[config.mk]
export PLATFORM = sky130hd
export DESIGN_NAME = vde_front
export DESIGN_NICKNAME = d
export VERILOG_FILES = /design/src/design/vde_pkg.sv /design/src/design/vde_front.sv
export SDC_FILE = /design/constraint.sdc
export NUM_CORES = 2
export LEC_CHECK = 0
export BUFFER_PORTS_ARGS = -buffer_cell sky130_fd_sc_hd__buf_2
export CORE_UTILIZATION = 60
export DETAILED_ROUTE_END_ITERATION = 10
export PLACE_DENSITY_LB_ADDON = 0.15
export SYNTH_ARGS = -nofsm -noshare
export SYNTH_HDL_FRONTEND = slang
export SYNTH_SLANG_ARGS = --single-unit
[constraint.sdc]
create_clock -name clk_i -period 11.1 [get_ports clk_i]
set_input_delay 0.555 -clock clk_i [delete_from_list [all_inputs] [get_ports clk_i]]
set_output_delay 0.555 -clock clk_i [all_outputs]
set_load 0.005 [all_outputs]
[src/design/vde_pkg.sv]
// Package with shared types, constants and metric codes for the vector distance engine.
`default_nettype none
package vde_pkg;

  localparam int unsigned MaxLenDefault    = 1024;
  localparam int unsigned ElemWidthDefault = 16;
  localparam int unsigned FieldWidth       = 16;
  localparam int unsigned DistWidth        = 44;
  localparam int unsigned SumWidth         = 48;
  localparam int unsigned NormWidth        = 43;

  typedef enum logic [1:0] {
    METRIC_EUCLID  = 2'd0,
    METRIC_SQ      = 2'd1,
    METRIC_MANH    = 2'd2,
    METRIC_COSINE  = 2'd3
  } metric_e;

  typedef struct packed {
    logic signed [FieldWidth-1:0] a_element;
    logic signed [FieldWidth-1:0] b_element;
    logic                         last_element;
  } in_beat_t;

  typedef struct packed {
    logic signed [DistWidth-1:0] distance;
    logic                        zero_norm;
    logic                        saturated;
  } out_beat_t;

  // One finished vector handed from the accumulator to the finishing unit.
  typedef struct packed {
    metric_e                      metric;
    logic signed [SumWidth-1:0]   main_sum;
    logic        [NormWidth-1:0]  norm_a;
    logic        [NormWidth-1:0]  norm_b;
    logic                         sat;
  } job_t;

endpackage
`default_nettype wire

[src/design/vde_front.sv]
// Front end: accumulates element pairs and queues one job per finished vector.
`default_nettype none
module vde_front import vde_pkg::*; #(
  parameter int unsigned MaxLen    = MaxLenDefault,
  parameter int unsigned ElemWidth = ElemWidthDefault
) (
  input  wire logic     clk_i,
  input  wire logic     rst_ni,
  input  wire metric_e  metric_i,
  input  wire in_beat_t in_i,
  input  wire logic     in_valid_i,
  output logic          in_ready_o,
  output job_t          job_o,
  output logic          job_valid_o,
  input  wire logic     job_ready_i
);

  localparam int unsigned Ew = (ElemWidth > 16) ? 16 : ElemWidth;
  localparam logic [SumWidth-1:0] Cap =
      ((64'(MaxLen) << 32) < (64'd1 << 42)) ? SumWidth'(64'(MaxLen) << 32)
                                            : SumWidth'(64'd1 << 42);
  localparam int unsigned QDepth = 2;

  // Stage 1: registered products.
  logic                       s1_valid_q, s1_last_q;
  metric_e                    s1_metric_q;
  logic signed [33:0]         s1_main_q;
  logic        [31:0]         s1_na_q, s1_nb_q;

  logic signed [SumWidth-1:0]  acc_q;
  logic        [NormWidth-1:0] na_q, nb_q;
  logic                        sat_q;

  job_t                        fifo_q [QDepth];
  logic [0:0]                  wp_q, rp_q;
  logic [1:0]                  cnt_q;

  logic signed [Ew-1:0] a_s, b_s;
  logic signed [16:0]   d_s;
  logic [16:0]          ad_s;
  logic                 accept;

  always_comb begin
    a_s = in_i.a_element[Ew-1:0];
    b_s = in_i.b_element[Ew-1:0];
    d_s = 17'(a_s) - 17'(b_s);
    ad_s = d_s[16] ? 17'(-d_s) : 17'(d_s);
  end

  // Hold input while the queue plus in-flight item could overflow.
  assign in_ready_o = (32'(cnt_q) + 32'(s1_valid_q && s1_last_q)) < QDepth;
  assign accept = in_valid_i && in_ready_o;

  always_ff @(posedge clk_i or negedge rst_ni) begin
    if (!rst_ni) begin
      s1_valid_q <= 1'b0;
    end else begin
      s1_valid_q <= accept;
    end
  end

  always_ff @(posedge clk_i) begin
    if (accept) begin
      s1_last_q   <= in_i.last_element;
      s1_metric_q <= metric_i;
      case (metric_i)
        METRIC_MANH:   s1_main_q <= 34'(ad_s);
        METRIC_COSINE: s1_main_q <= 34'(a_s * b_s);
        default:       s1_main_q <= 34'(d_s * d_s);
      endcase
      s1_na_q <= 32'(a_s * a_s);
      s1_nb_q <= 32'(b_s * b_s);
    end
  end

  // Stage 2: saturating accumulate.
  logic signed [SumWidth:0]    m_sum;
  logic        [NormWidth:0]   a_sum, b_sum;
  logic signed [SumWidth-1:0]  m_n;
  logic        [NormWidth-1:0] a_n, b_n;
  logic                        sat_n, cos;

  always_comb begin
    cos   = (s1_metric_q == METRIC_COSINE);
    sat_n = sat_q;
    m_sum = (SumWidth+1)'(acc_q) + (SumWidth+1)'(s1_main_q);
    a_sum = (NormWidth+1)'(na_q) + (NormWidth+1)'(s1_na_q);
    b_sum = (NormWidth+1)'(nb_q) + (NormWidth+1)'(s1_nb_q);
    m_n = m_sum[SumWidth-1:0];
    a_n = na_q;
    b_n = nb_q;
    if (m_sum > $signed({1'b0, Cap})) begin
      m_n = Cap;  sat_n = 1'b1;
    end else if (cos && m_sum < -$signed({1'b0, Cap})) begin
      m_n = -Cap; sat_n = 1'b1;
    end else if (!cos && m_sum < 0) begin
      m_n = '0;   sat_n = 1'b1;
    end
    if (cos) begin
      a_n = a_sum[NormWidth-1:0];
      b_n = b_sum[NormWidth-1:0];
      if (a_sum > (NormWidth+1)'(Cap)) begin a_n = NormWidth'(Cap); sat_n = 1'b1; end
      if (b_sum > (NormWidth+1)'(Cap)) begin b_n = NormWidth'(Cap); sat_n = 1'b1; end
    end
  end

  logic push, pop;
  assign push = s1_valid_q && s1_last_q;
  assign pop  = job_valid_o && job_ready_i;

  always_ff @(posedge clk_i or negedge rst_ni) begin
    if (!rst_ni) begin
      acc_q <= '0; na_q <= '0; nb_q <= '0; sat_q <= 1'b0;
      wp_q <= '0; rp_q <= '0; cnt_q <= '0;
    end else begin
      if (s1_valid_q) begin
        if (s1_last_q) begin
          acc_q <= '0; na_q <= '0; nb_q <= '0; sat_q <= 1'b0;
        end else begin
          acc_q <= m_n; na_q <= a_n; nb_q <= b_n; sat_q <= sat_n;
        end
      end
      if (push) wp_q <= wp_q + 1'b1;
      if (pop)  rp_q <= rp_q + 1'b1;
      cnt_q <= cnt_q + 2'(push) - 2'(pop);
    end
  end

  always_ff @(posedge clk_i) begin
    if (push) begin
      fifo_q[wp_q] <= '{metric: s1_metric_q, main_sum: m_n, norm_a: a_n,
                        norm_b: b_n, sat: sat_n};
    end
  end

  assign job_valid_o = (cnt_q != 2'd0);
  assign job_o       = fifo_q[rp_q];

  assert property (@(posedge clk_i) disable iff (!rst_ni) cnt_q <= 2'(QDepth))
    else $error("job queue overflow");
  assert property (@(posedge clk_i) disable iff (!rst_ni) push |-> cnt_q < 2'(QDepth))
    else $error("push into full queue");
  assert property (@(posedge clk_i) disable iff (!rst_ni)
      (s1_valid_q && s1_last_q) |=> (acc_q == '0 && !sat_q))
    else $error("accumulators not cleared after last beat");

endmodule
`default_nettype wire

==> flow_summary.yaml <==
status:
  status: "finished with violations"
  violated_checks: "negative hold slack"
clock_tree:
  clock-sinks: 513
  post_cts_resize_count: 0
  postCtsSetupBuffers: 0
  tritoncts: "yes"
  cts_max_path_bufs: 3
  root_buffer: "sky130_fd_sc_hd__clkbuf_16"
  clk_latency_ns: 0.64
  cts_buffers: 54
  clock_transition_at_path_regs_ns: 0.06
  h_tree_depth_reported_by_cts: 2
  cts-hold-fix-buffers: 0
sta:
  unrepaired_setup_endpoints_after_global_routing: "false"
  finalHoldViolCount: 11
  clock-skew-final_ns: 0.0297
  fmaxAchievable_mhz: 105
  report.final.setup_viol: 0
  final.setup.worst_slack_ns: 1.59
  report.final.slew_viol_count: 0
  fin_crit_sh_pct: 85.7
  final_period_minus_worst_setup_slack_ns: 9.51
  rel_slew_slack_pct: 24.0
  holdWs_ns: -0.0269
  timing.setup.tns_ns: 0
  max_slew.worst_pin.slew_ns: 1.14
finish:
  most_common_library_cell_in_the_layout_ignoring_fill_and_taps: "sky130_fd_sc_hd__inv_1"
  final_net_count: 8492
  drive_gt1_share_pct: 8.89
  areaGrowthSynthToFinish_pct: 6.43
  layout_common_cells: "1344 x sky130_fd_sc_hd__inv_1, 1011 x sky130_fd_sc_hd__fa_1, 713 x sky130_fd_sc_hd__nand2_1"
setup_path:
  startpoint_type: "primary input"
  endpoint_kind: "flip-flop"
  timing.critical_path.required_ns: 11.45
  regToRegStartpoint: "na_q[0]$_DFFE_PN0P_"
  reg2regPathDepth: 14
  crit_type: "primary input to flip-flop"
  max_stage_delay_ns: 0.51
  worst_ep_arrival_time_ns: 9.86
  critPathSlowestCell: "sky130_fd_sc_hd__fa_1"
  worstPathMaxFanout: 9
  setup.reg_to_reg.worst_slack_ns: 4.86
  crit_path_capture: "s1_main_q[33]$_DFFE_PP_"
  crit-reg2reg-capture: "na_q[14]$_DFFE_PN0P_"
  cp_launch_point: "in_i[17]"
  path_common_cell: "sky130_fd_sc_hd__fa_1"
synthesis:
  synth-seq-area-share_pct: 22.0
  synth_area_um2: 67000
  yosys.cell_types.count: 98
  yosys_most_used_dff: "sky130_fd_sc_hd__edfxtp_1"
  synth.ff_latch_count: 513
  synth_top_cell_by_area: "sky130_fd_sc_hd__fa_1"
  async_reset_ff_share_pct: 27.3
  mappedNetlistNets: 8461
  avg_cell_area_syn_um2: 9.68
  synthesis.yosys.warnings: 0
  syn-instance-count: 6920
  cell_types_occupying_the_most_area_after_synthesis: "sky130_fd_sc_hd__fa_1 30%, sky130_fd_sc_hd__edfxtp_1 17%, sky130_fd_sc_hd__ha_1 9.2%"
  number_of_synthesized_flops_with_an_enable_pin: 373
  synth_top_area_share_pct: 30.2
global_route:
  groute.layer.met3.usage_pct: 5.20
  grt_util_met2_pct: 50.3
  pin_count_of_the_biggest_net_entering_global_routing: 83
  busiest_layer: "met2"
  grt_antenna_before_repair: 13
  grt_util_met1_pct: 44.4
  grt_pass1_vias: 51300
  grt_first_pass_wirelength_mm: 278
  gr-usage-all-layers_pct: 31.6
  grt.overflow.total: 0
die:
  fp.coreArea_um2: 111000
  design.die.area_um2: 113000
  start_util_pct: 60.5
  floorplan.die.width_um: 336
  placement_rows: 122
  dieHeight_um: 336
  floorplan.io_pins: 178
placed_design:
  place.port_buffers: 177
  place_congestion: 0.973
  dpl.hpwl_mm: 136
  dpl_worst_slack_ns: 1.06
detailed_routing:
  via_count: 49800
  dr.first_iter.drc_count: 3932
  detail-route-antenna-nets: 0
  drt-vias-per-instance: 5.86
  drt-pass1-iter-count: 5
  route.detailed.wl_per_inst_um: 20.4
  wl_mm: 173
  drc: 0
run:
  max-cap-violations: 0
min_path:
  worst_hold_path_type: "primary input to async pin"
## cell usage after synthesis, drive strengths merged (140+ instances only)
cell,count
fa,1011
inv,1347
a21oi,270
dfrtp,140
edfxtp,373
nor2,426
clkbuf,250
nand2,715
xnor2,170
ha,491
o21ai,215
mux2,143
## registers in the layout, summed over array words and instances (netlist names)
signal / cells
acc_q: 48
cnt_q: 2
fifo_q: 274
na_q: 43
nb_q: 43
rp_q: 1
s1_last_q: 1
s1_main_q: 34
s1_metric_q: 2
s1_na_q: 31
s1_nb_q: 31
s1_valid_q: 1
sat_q: 1
wp_q: 1
## cells by family after synthesis
logic type	count (synthesis)	share of synthesized area, %
AO/OA/AOI/OAI	1108	11.5
XOR/XNOR	259	3.39
adder cells (fa/ha/maj)	1502	39.4
buffers and inverters	1655	9.40
flip-flops	513	22.0
multiplexers	156	2.60
AND/OR/NAND/NOR	1727	11.7
## worst min-delay path by stage
stage                                  to  slack [ns]  depth (start not counted)
floorplan            acc_q[0]$_DFFE_PN0P_        0.26                          0
global placement       cnt_q[1]$_DFF_PN0_        0.48                          1
detailed placement  acc_q[20]$_DFFE_PN0P_        0.48                          2
CTS                 acc_q[37]$_DFFE_PN0P_        0.02                          1
global route        acc_q[42]$_DFFE_PN0P_        0.05                          1
finish              acc_q[42]$_DFFE_PN0P_       -0.03                          1
## area by class of cell
class / instances / area (um2)
clock inverters: 37 / 490
flip-flops and latches: 513 / 14700
multi-input cells: 4752 / 46100
fillers: 9199 / 39400
inverters: 1360 / 5100
clock buffers: 65 / 1430
well taps: 1488 / 1860
repair buffers: 270 / 1590
diodes: 5 / 12.5
## worst max-delay path, delay by kind of cell
family                     cells  cell delay (ns)
buffers and inverters          6             0.99
xor gates and xnor gates       2             0.38
AOI/OAI and AO/OA             16             3.32
adders and majority gates      9             3.98
and+or+nand+nor                3             0.61
## layer usage
metal / wire, um / vias to the layer above
met5: 78 / -
li1: - / 22600
met4: 5280 / 10
met3: 14300 / 277
met2: 79800 / 1928
met1: 73800 / 25000
## through the flow
stage | hold slack, ns | area (um2) | util (%) | std cells
after floorplan | 0.259 | 67000 | - | 6920
after global routing | 0.0474 | 71300 | 64.4 | 8487
after global placement | 0.478 | 69400 | 62.7 | 8383
after CTS | 0.0246 | 71300 | 64.4 | 8485
final | -0.0269 | 71300 | 64.4 | 8490
after detailed placement | 0.482 | 69400 | 62.7 | 8383
Power is not shown: default switching activity piles up to over one toggle a cycle in this logic, so the estimate is an artifact.
