## config.mk

```make
export PLATFORM = sky130hd
export DESIGN_NAME = vde_back
export DESIGN_NICKNAME = d
export VERILOG_FILES = /design/src/design/vde_pkg.sv /design/src/design/vde_back.sv
export SDC_FILE = /design/constraint.sdc
export NUM_CORES = 2
export LEC_CHECK = 0
export BUFFER_PORTS_ARGS = -buffer_cell sky130_fd_sc_hd__buf_2
export CORE_MARGIN = 1.5
export CORE_UTILIZATION = 65
export DETAILED_ROUTE_END_ITERATION = 12
export MAX_ROUTING_LAYER = met4
export PLACE_DENSITY_LB_ADDON = 0.2
export SLEW_MARGIN = 10
export SYNTH_ARGS = -nofsm -noshare
export SYNTH_HDL_FRONTEND = slang
export SYNTH_SLANG_ARGS = --single-unit
export TNS_END_PERCENT = 20
```

## constraint.sdc

```tcl
create_clock -name clk_i -period 21.8 [get_ports clk_i]
set_input_delay 1.09 -clock clk_i [delete_from_list [all_inputs] [get_ports clk_i]]
set_output_delay 1.09 -clock clk_i [all_outputs]
set_load 0.03 [all_outputs]
```

## src/design/vde_pkg.sv

```systemverilog
// Package with shared types, constants and metric codes for the vector distance engine.
`default_nettype none
package vde_pkg;

  localparam int unsigned MaxLenDefault    = 1024;
  localparam int unsigned ElemWidthDefault = 16;
  localparam int unsigned FieldWidth       = 16;
  localparam int unsigned DistWidth        = 44;
  localparam int unsigned SumWidth         = 48;
  localparam int unsigned NormWidth        = 43;

  typedef enum logic [1:0] {
    METRIC_EUCLID  = 2'd0,
    METRIC_SQ      = 2'd1,
    METRIC_MANH    = 2'd2,
    METRIC_COSINE  = 2'd3
  } metric_e;

  typedef struct packed {
    logic signed [FieldWidth-1:0] a_element;
    logic signed [FieldWidth-1:0] b_element;
    logic                         last_element;
  } in_beat_t;

  typedef struct packed {
    logic signed [DistWidth-1:0] distance;
    logic                        zero_norm;
    logic                        saturated;
  } out_beat_t;

  // One finished vector handed from the accumulator to the finishing unit.
  typedef struct packed {
    metric_e                      metric;
    logic signed [SumWidth-1:0]   main_sum;
    logic        [NormWidth-1:0]  norm_a;
    logic        [NormWidth-1:0]  norm_b;
    logic                         sat;
  } job_t;

endpackage
`default_nettype wire

```

## src/design/vde_back.sv

```systemverilog
// Back end: square roots, cosine division and the output register.
`default_nettype none
module vde_back import vde_pkg::*; (
  input  wire logic   clk_i,
  input  wire logic   rst_ni,
  input  wire job_t   job_i,
  input  wire logic   job_valid_i,
  output logic        job_ready_o,
  output out_beat_t   out_o,
  output logic        out_valid_o,
  input  wire logic   out_ready_i
);

  typedef enum logic [2:0] {
    S_IDLE, S_SQA, S_SQB, S_MUL, S_DIV, S_OUT
  } state_e;

  state_e       state_q;
  job_t         job_q;
  logic [63:0]  rx_q, rr_q, rbit_q;
  logic [31:0]  ra_q;
  logic [63:0]  den_q, rem_q;
  logic [16:0]  q_q;
  logic [5:0]   cnt_q;
  logic [1:0]   mul_step_q;
  out_beat_t    res_q;
  out_beat_t    out_q;
  logic         out_v_q;

  // One step of the digit-by-digit square root.
  logic [63:0] sq_x, sq_r;
  always_comb begin
    sq_x = rx_q;
    sq_r = rr_q >> 1;
    if (rx_q >= rr_q + rbit_q) begin
      sq_x = rx_q - (rr_q + rbit_q);
      sq_r = (rr_q >> 1) + rbit_q;
    end
  end

  logic [63:0] mag, rem_sh;
  always_comb begin
    mag    = job_q.main_sum[SumWidth-1] ? 64'(-job_q.main_sum) : 64'(job_q.main_sum);
    rem_sh = rem_q << 1;
  end

  assign job_ready_o = (state_q == S_IDLE);
  assign out_o       = out_q;
  assign out_valid_o = out_v_q;

  // Product ra*rb is built from two 32x16 partial products.
  logic [47:0] pp;
  assign pp = 48'(ra_q) * 48'(mul_step_q[0] ? rr_q[31:16] : rr_q[15:0]);

  // Append the final quotient bit and clamp to one in Q.16.
  function automatic logic [16:0] fin_q(logic [16:0] q, logic b);
    logic [17:0] t;
    t = {q, b};
    return (q > 17'd32768) ? 17'd65536 : ((t > 18'd65536) ? 17'd65536 : t[16:0]);
  endfunction

  always_ff @(posedge clk_i or negedge rst_ni) begin
    if (!rst_ni) begin
      state_q <= S_IDLE;
      out_v_q <= 1'b0;
    end else begin
      // The output register takes the result register as soon as it frees.
      if (state_q == S_OUT && (!out_v_q || out_ready_i)) begin
        out_v_q <= 1'b1;
        out_q   <= res_q;
      end else if (out_ready_i) begin
        out_v_q <= 1'b0;
      end
      case (state_q)
        S_IDLE: begin
          if (job_valid_i) begin
            job_q  <= job_i;
            rbit_q <= 64'd1 << 62;
            rr_q   <= '0;
            cnt_q  <= 6'd31;
            case (job_i.metric)
              METRIC_EUCLID: begin
                rx_q <= 64'(job_i.main_sum); state_q <= S_SQB;
              end
              METRIC_COSINE: begin
                if (job_i.norm_a == '0 || job_i.norm_b == '0) begin
                  res_q.distance <= '0; res_q.zero_norm <= 1'b1;
                  res_q.saturated <= job_i.sat; state_q <= S_OUT;
                end else begin
                  rx_q <= 64'(job_i.norm_a) << 16; state_q <= S_SQA;
                end
              end
              default: begin
                res_q.distance <= DistWidth'(job_i.main_sum); res_q.zero_norm <= 1'b0;
                res_q.saturated <= job_i.sat; state_q <= S_OUT;
              end
            endcase
          end
        end
        S_SQA: begin
          rx_q <= sq_x; rr_q <= sq_r; rbit_q <= rbit_q >> 2; cnt_q <= cnt_q - 1'b1;
          if (cnt_q == '0) begin
            ra_q <= 32'(sq_r); rx_q <= 64'(job_q.norm_b) << 16; rr_q <= '0;
            rbit_q <= 64'd1 << 62; cnt_q <= 6'd31; state_q <= S_SQB;
          end
        end
        S_SQB: begin
          rx_q <= sq_x; rr_q <= sq_r; rbit_q <= rbit_q >> 2; cnt_q <= cnt_q - 1'b1;
          if (cnt_q == '0) begin
            if (job_q.metric == METRIC_EUCLID) begin
              res_q.distance <= DistWidth'(sq_r); res_q.zero_norm <= 1'b0;
              res_q.saturated <= job_q.sat; state_q <= S_OUT;
            end else begin
              mul_step_q <= '0; den_q <= '0; state_q <= S_MUL;
            end
          end
        end
        S_MUL: begin
          mul_step_q <= mul_step_q + 1'b1;
          if (mul_step_q[0]) begin
            den_q <= den_q + (64'(pp) << 16);
            rem_q <= mag; q_q <= '0; cnt_q <= 6'd31;
            state_q <= S_DIV;
          end else begin
            den_q <= 64'(pp);
          end
        end
        S_DIV: begin
          if (mag >= den_q) begin
            q_q <= 17'd65536; cnt_q <= '0;
          end
          if (mag >= den_q || cnt_q == '0) begin
            // Final bit folded in here when the loop ends normally.
            state_q <= S_OUT;
            res_q.zero_norm <= 1'b0; res_q.saturated <= job_q.sat;
            if (mag >= den_q) begin
              res_q.distance <= job_q.main_sum[SumWidth-1] ? -DistWidth'(65536)
                                                           : DistWidth'(65536);
            end else begin
              res_q.distance <= job_q.main_sum[SumWidth-1]
                  ? -DistWidth'(fin_q(q_q, rem_sh >= den_q))
                  :  DistWidth'(fin_q(q_q, rem_sh >= den_q));
            end
          end else begin
            // Once the partial quotient reaches one, the final value clamps.
            q_q <= (q_q >= 17'd65536) ? 17'd65537 : {q_q[15:0], rem_sh >= den_q};
            rem_q <= (rem_sh >= den_q) ? rem_sh - den_q : rem_sh;
            cnt_q <= cnt_q - 1'b1;
          end
        end
        S_OUT: begin
          if (!out_v_q || out_ready_i) begin
            state_q <= S_IDLE;
          end
        end
        default: state_q <= S_IDLE;
      endcase
    end
  end

  assert property (@(posedge clk_i) disable iff (!rst_ni)
      (state_q != S_IDLE) |-> !job_ready_o)
    else $error("job taken while busy");
  assert property (@(posedge clk_i) disable iff (!rst_ni)
      (out_v_q && !out_ready_i) |=> (out_v_q && $stable(out_q)))
    else $error("result lost under stall");
  assert property (@(posedge clk_i) disable iff (!rst_ni)
      (state_q == S_DIV) |-> (den_q != '0))
    else $error("zero divisor in cosine");

endmodule
`default_nettype wire

```

==> flow_metrics.env <==
export IMPL_start_util_pct=65.8
export IMPL_dpl_cell_count=7336
export IMPL_place_hpwl_mm=134
export IMPL_finalClockSkew_ns=0.0648
export IMPL_cp_end_kind="flop"
export IMPL_slew_headroom_pct=14.1
export IMPL_tightest_slew_ns=1.28
export IMPL_postCtsResizedCells=0
export IMPL_numCtsBuffers=59
export IMPL_synthArstFlopShare_pct=0.750
export IMPL_drive_gt1_share_pct=6.79
export IMPL_start_kind="flop"
export IMPL_clk_pin_slew_ns=0.06
export IMPL_crit_required_ns=22.25
export IMPL_ant_nets=0
export IMPL_synth_edf_count=529
export IMPL_critical_path_peak_fanout=66
export IMPL_ios=189
export IMPL_ys_warn_count=0
export IMPL_cap_violations=0
export IMPL_fillers=6742
export IMPL_finalCritPeriodShare_pct=50.7
export IMPL_h_tree_depth=2
export IMPL_cts_setup_buffers=0
export IMPL_globalRouteOverflowTotal=0
export IMPL_drv_slew=0
export IMPL_clockBufferDepth=3
export IMPL_die_area_um2=88300
export IMPL_die_h_um=297
export IMPL_synthesis_area_um2=56200
export IMPL_root_buffer="clkbuf_16"
export IMPL_fin_cells=7447
export IMPL_grt_pass1_wl_mm=267
export IMPL_min_period_ns=11.05
export IMPL_via_per_inst=6.49
export IMPL_drt_pass1_iterations=6
export IMPL_fin_ws_ns=10.75
export IMPL_wl_per_cell_um=23.2
export IMPL_final_nets=7247
export IMPL_cts_sinks=533
export IMPL_critPathMaxStageDelay_ns=0.73
export IMPL_gp_congestion=1.08
export IMPL_setup_violations=0
export IMPL_utilization_pct=70.3
export IMPL_avgSynthCellArea_um2=9.01
export IMPL_rsz0062_at_grt="no"
export IMPL_hp_class="input pin to asynchronous set/reset pin"
export IMPL_grt_max_degree=105
export IMPL_routed_wl_mm=173
export IMPL_crit_slowest_cell="buf_4"
export IMPL_cpMostUsedCell="fa_1"
export IMPL_synth_seq_cells=533
export IMPL_max_freq_mhz=90.5
export IMPL_ys_flop_type="edfxtp_1"
export IMPL_core_area_um2=85400
export IMPL_grt_usage_pct=39.9
export IMPL_area_delta_synth_final_pct=6.75
export IMPL_drc=0
export IMPL_status="finished clean"
export IMPL_grt_pass1_vias=47700
export IMPL_routed_via_count=48300
export IMPL_critPathArrivalTime_ns=11.50
export IMPL_hold_viol=0
export IMPL_clk_insertion_delay_late_ns=0.69
export IMPL_detailedPlace_worstSlack_ns=11.08
export IMPL_cts_hold_buf=0
export IMPL_yosysUniqueCellTypes=96
export IMPL_tns_ns=0
export IMPL_cts_tree="done"
export IMPL_die_w_um=297
export IMPL_portBuffers=188
export IMPL_rows=107
export IMPL_antenna_found_initial=4
export IMPL_crit_type="flop to flop"
export IMPL_seq_area_frac_synth_pct=28.4
export IMPL_drt_iter0_drc=4804
export IMPL_synthCells=6240
-- through the flow --
step                      cell area (um^2)  hold WS [ns]
final                                60000         0.306
after global routing                 60000         0.301
after CTS                            60000         0.290
after detailed placement             57900         0.405
after global placement               57900         0.402
after floorplan                      56300         0.400
-- layout make-up --
cell class	instances	area [um^2]	share of cell area, %
Timing Repair Buffer	227	1230	2.06
Sequential cell	533	16000	26.6
Inverter	632	2370	3.95
Antenna cell	3	7.51	0.0125
Clock inverter	45	574	0.957
Multi-Input combinational cell	4800	36900	61.5
Clock buffer	63	1490	2.49
Tap cell	1144	1430	2.39
-- cell families after synthesis --
kind of cell / count (synthesis) / share of synthesized area, %
flip-flops: 533 / 28.4
AO/OA/AOI/OAI: 1507 / 17.0
AND/OR/NAND/NOR: 1982 / 16.6
buffers and inverters: 922 / 6.20
adder cells (fa/ha/maj): 853 / 24.6
other: 1 / 0.00667
XOR/XNOR: 360 / 5.61
multiplexers: 82 / 1.50
-- routing by layer --
layer  vias up  wire, um  GRT usage (%)
met3       693     15000           6.11
met5         -         0              -
met4         0     15400           29.4
li1      21800         -              -
met2      2554     79200           62.1
met1     23300     63300           47.3
-- worst max-delay path: cells and delay by family (launching register included) --
kind            cells  cell delay [ns]
simple gates        5             1.29
flops               1             0.38
mux                 1             0.69
compound gates     13             3.32
buf+inv             5             0.94
xor+xnor            2             0.33
fa+ha+maj           8             3.83
-- path summary, 6_finish.rpt --
kind | startpoint | depth (start not counted) | slack (ns) | to
worst max register to register | mul_step_q[0] | 34 | 10.75 | den_q[63]
worst max-delay path | mul_step_q[0] | 34 | 10.75 | den_q[63]
worst min register to register | res_q[16] | 0 | 0.42 | out_o[16]
min in group clk_i | res_q[16] | 0 | 0.42 | out_o[16]
max in group asynchronous | rst_ni | 1 | 21.24 | state_q[2]
worst min-delay path | rst_ni | 1 | 0.31 | out_valid_o
-- Yosys cell counts (all sizes together) (62+ instances only) --
| cell type | instances | area share (%) |
|---|---|---|
| a21oi | 512 | 4.6 |
| nor2 | 464 | 3.1 |
| nand2 | 731 | 4.9 |
| inv | 631 | 4.2 |
| nand3 | 102 | 0.91 |
| o21ai | 296 | 2.6 |
| mux2i | 62 | 1.1 |
| a21o | 188 | 2.5 |
| ha | 432 | 9.6 |
| xor2 | 161 | 2.5 |
| xnor2 | 199 | 3.1 |
| nand4 | 82 | 0.91 |
| fa | 421 | 15 |
| clkbuf | 259 | 1.7 |
| edfxtp | 529 | 28 |
| nor3 | 75 | 0.67 |
| and2 | 262 | 2.9 |
| a31oi | 89 | 1.0 |
-- layout by cell type, fill, tap and decap left out, types with 15 or more instances in the layout --
cell type / count
o21a_1: 39
nor3_1: 74
ha_1: 432
nand3_1: 102
inv_1: 630
mux2i_1: 62
a2111oi_0: 15
a221oi_1: 22
fa_1: 421
or2_2: 18
buf_2: 188
nor4_1: 34
clkbuf_16: 59
a211oi_1: 35
nor3b_1: 17
mux2_2: 20
or3_1: 24
a31oi_1: 87
xor2_1: 161
a21o_1: 188
and3_1: 39
nor2b_1: 36
nand2b_1: 48
buf_4: 39
conb_1: 16
and2_1: 259
nor2_1: 459
o21bai_1: 48
a31o_2: 20
a21oi_1: 508
o211ai_1: 25
nand2_1: 728
o221ai_1: 31
o31ai_1: 31
o21ai_0: 282
edfxtp_1: 529
xnor2_1: 199
nand4_1: 82
o22ai_1: 24
-- registers in the layout, summed over array words and instances (netlist names) --
register and flops:
rbit_q 32, job_q 94, out_o 46, rr_q 64, cnt_q 6, den_q 64, res_q 46, out_valid_o 1
rx_q 64, rem_q 63, ra_q 32, mul_step_q 1, q_q 17, state_q 3
Power is left out: the tool's default activity adds up to more than one toggle a clock period on the data nets, which glitch-free logic cannot reach.
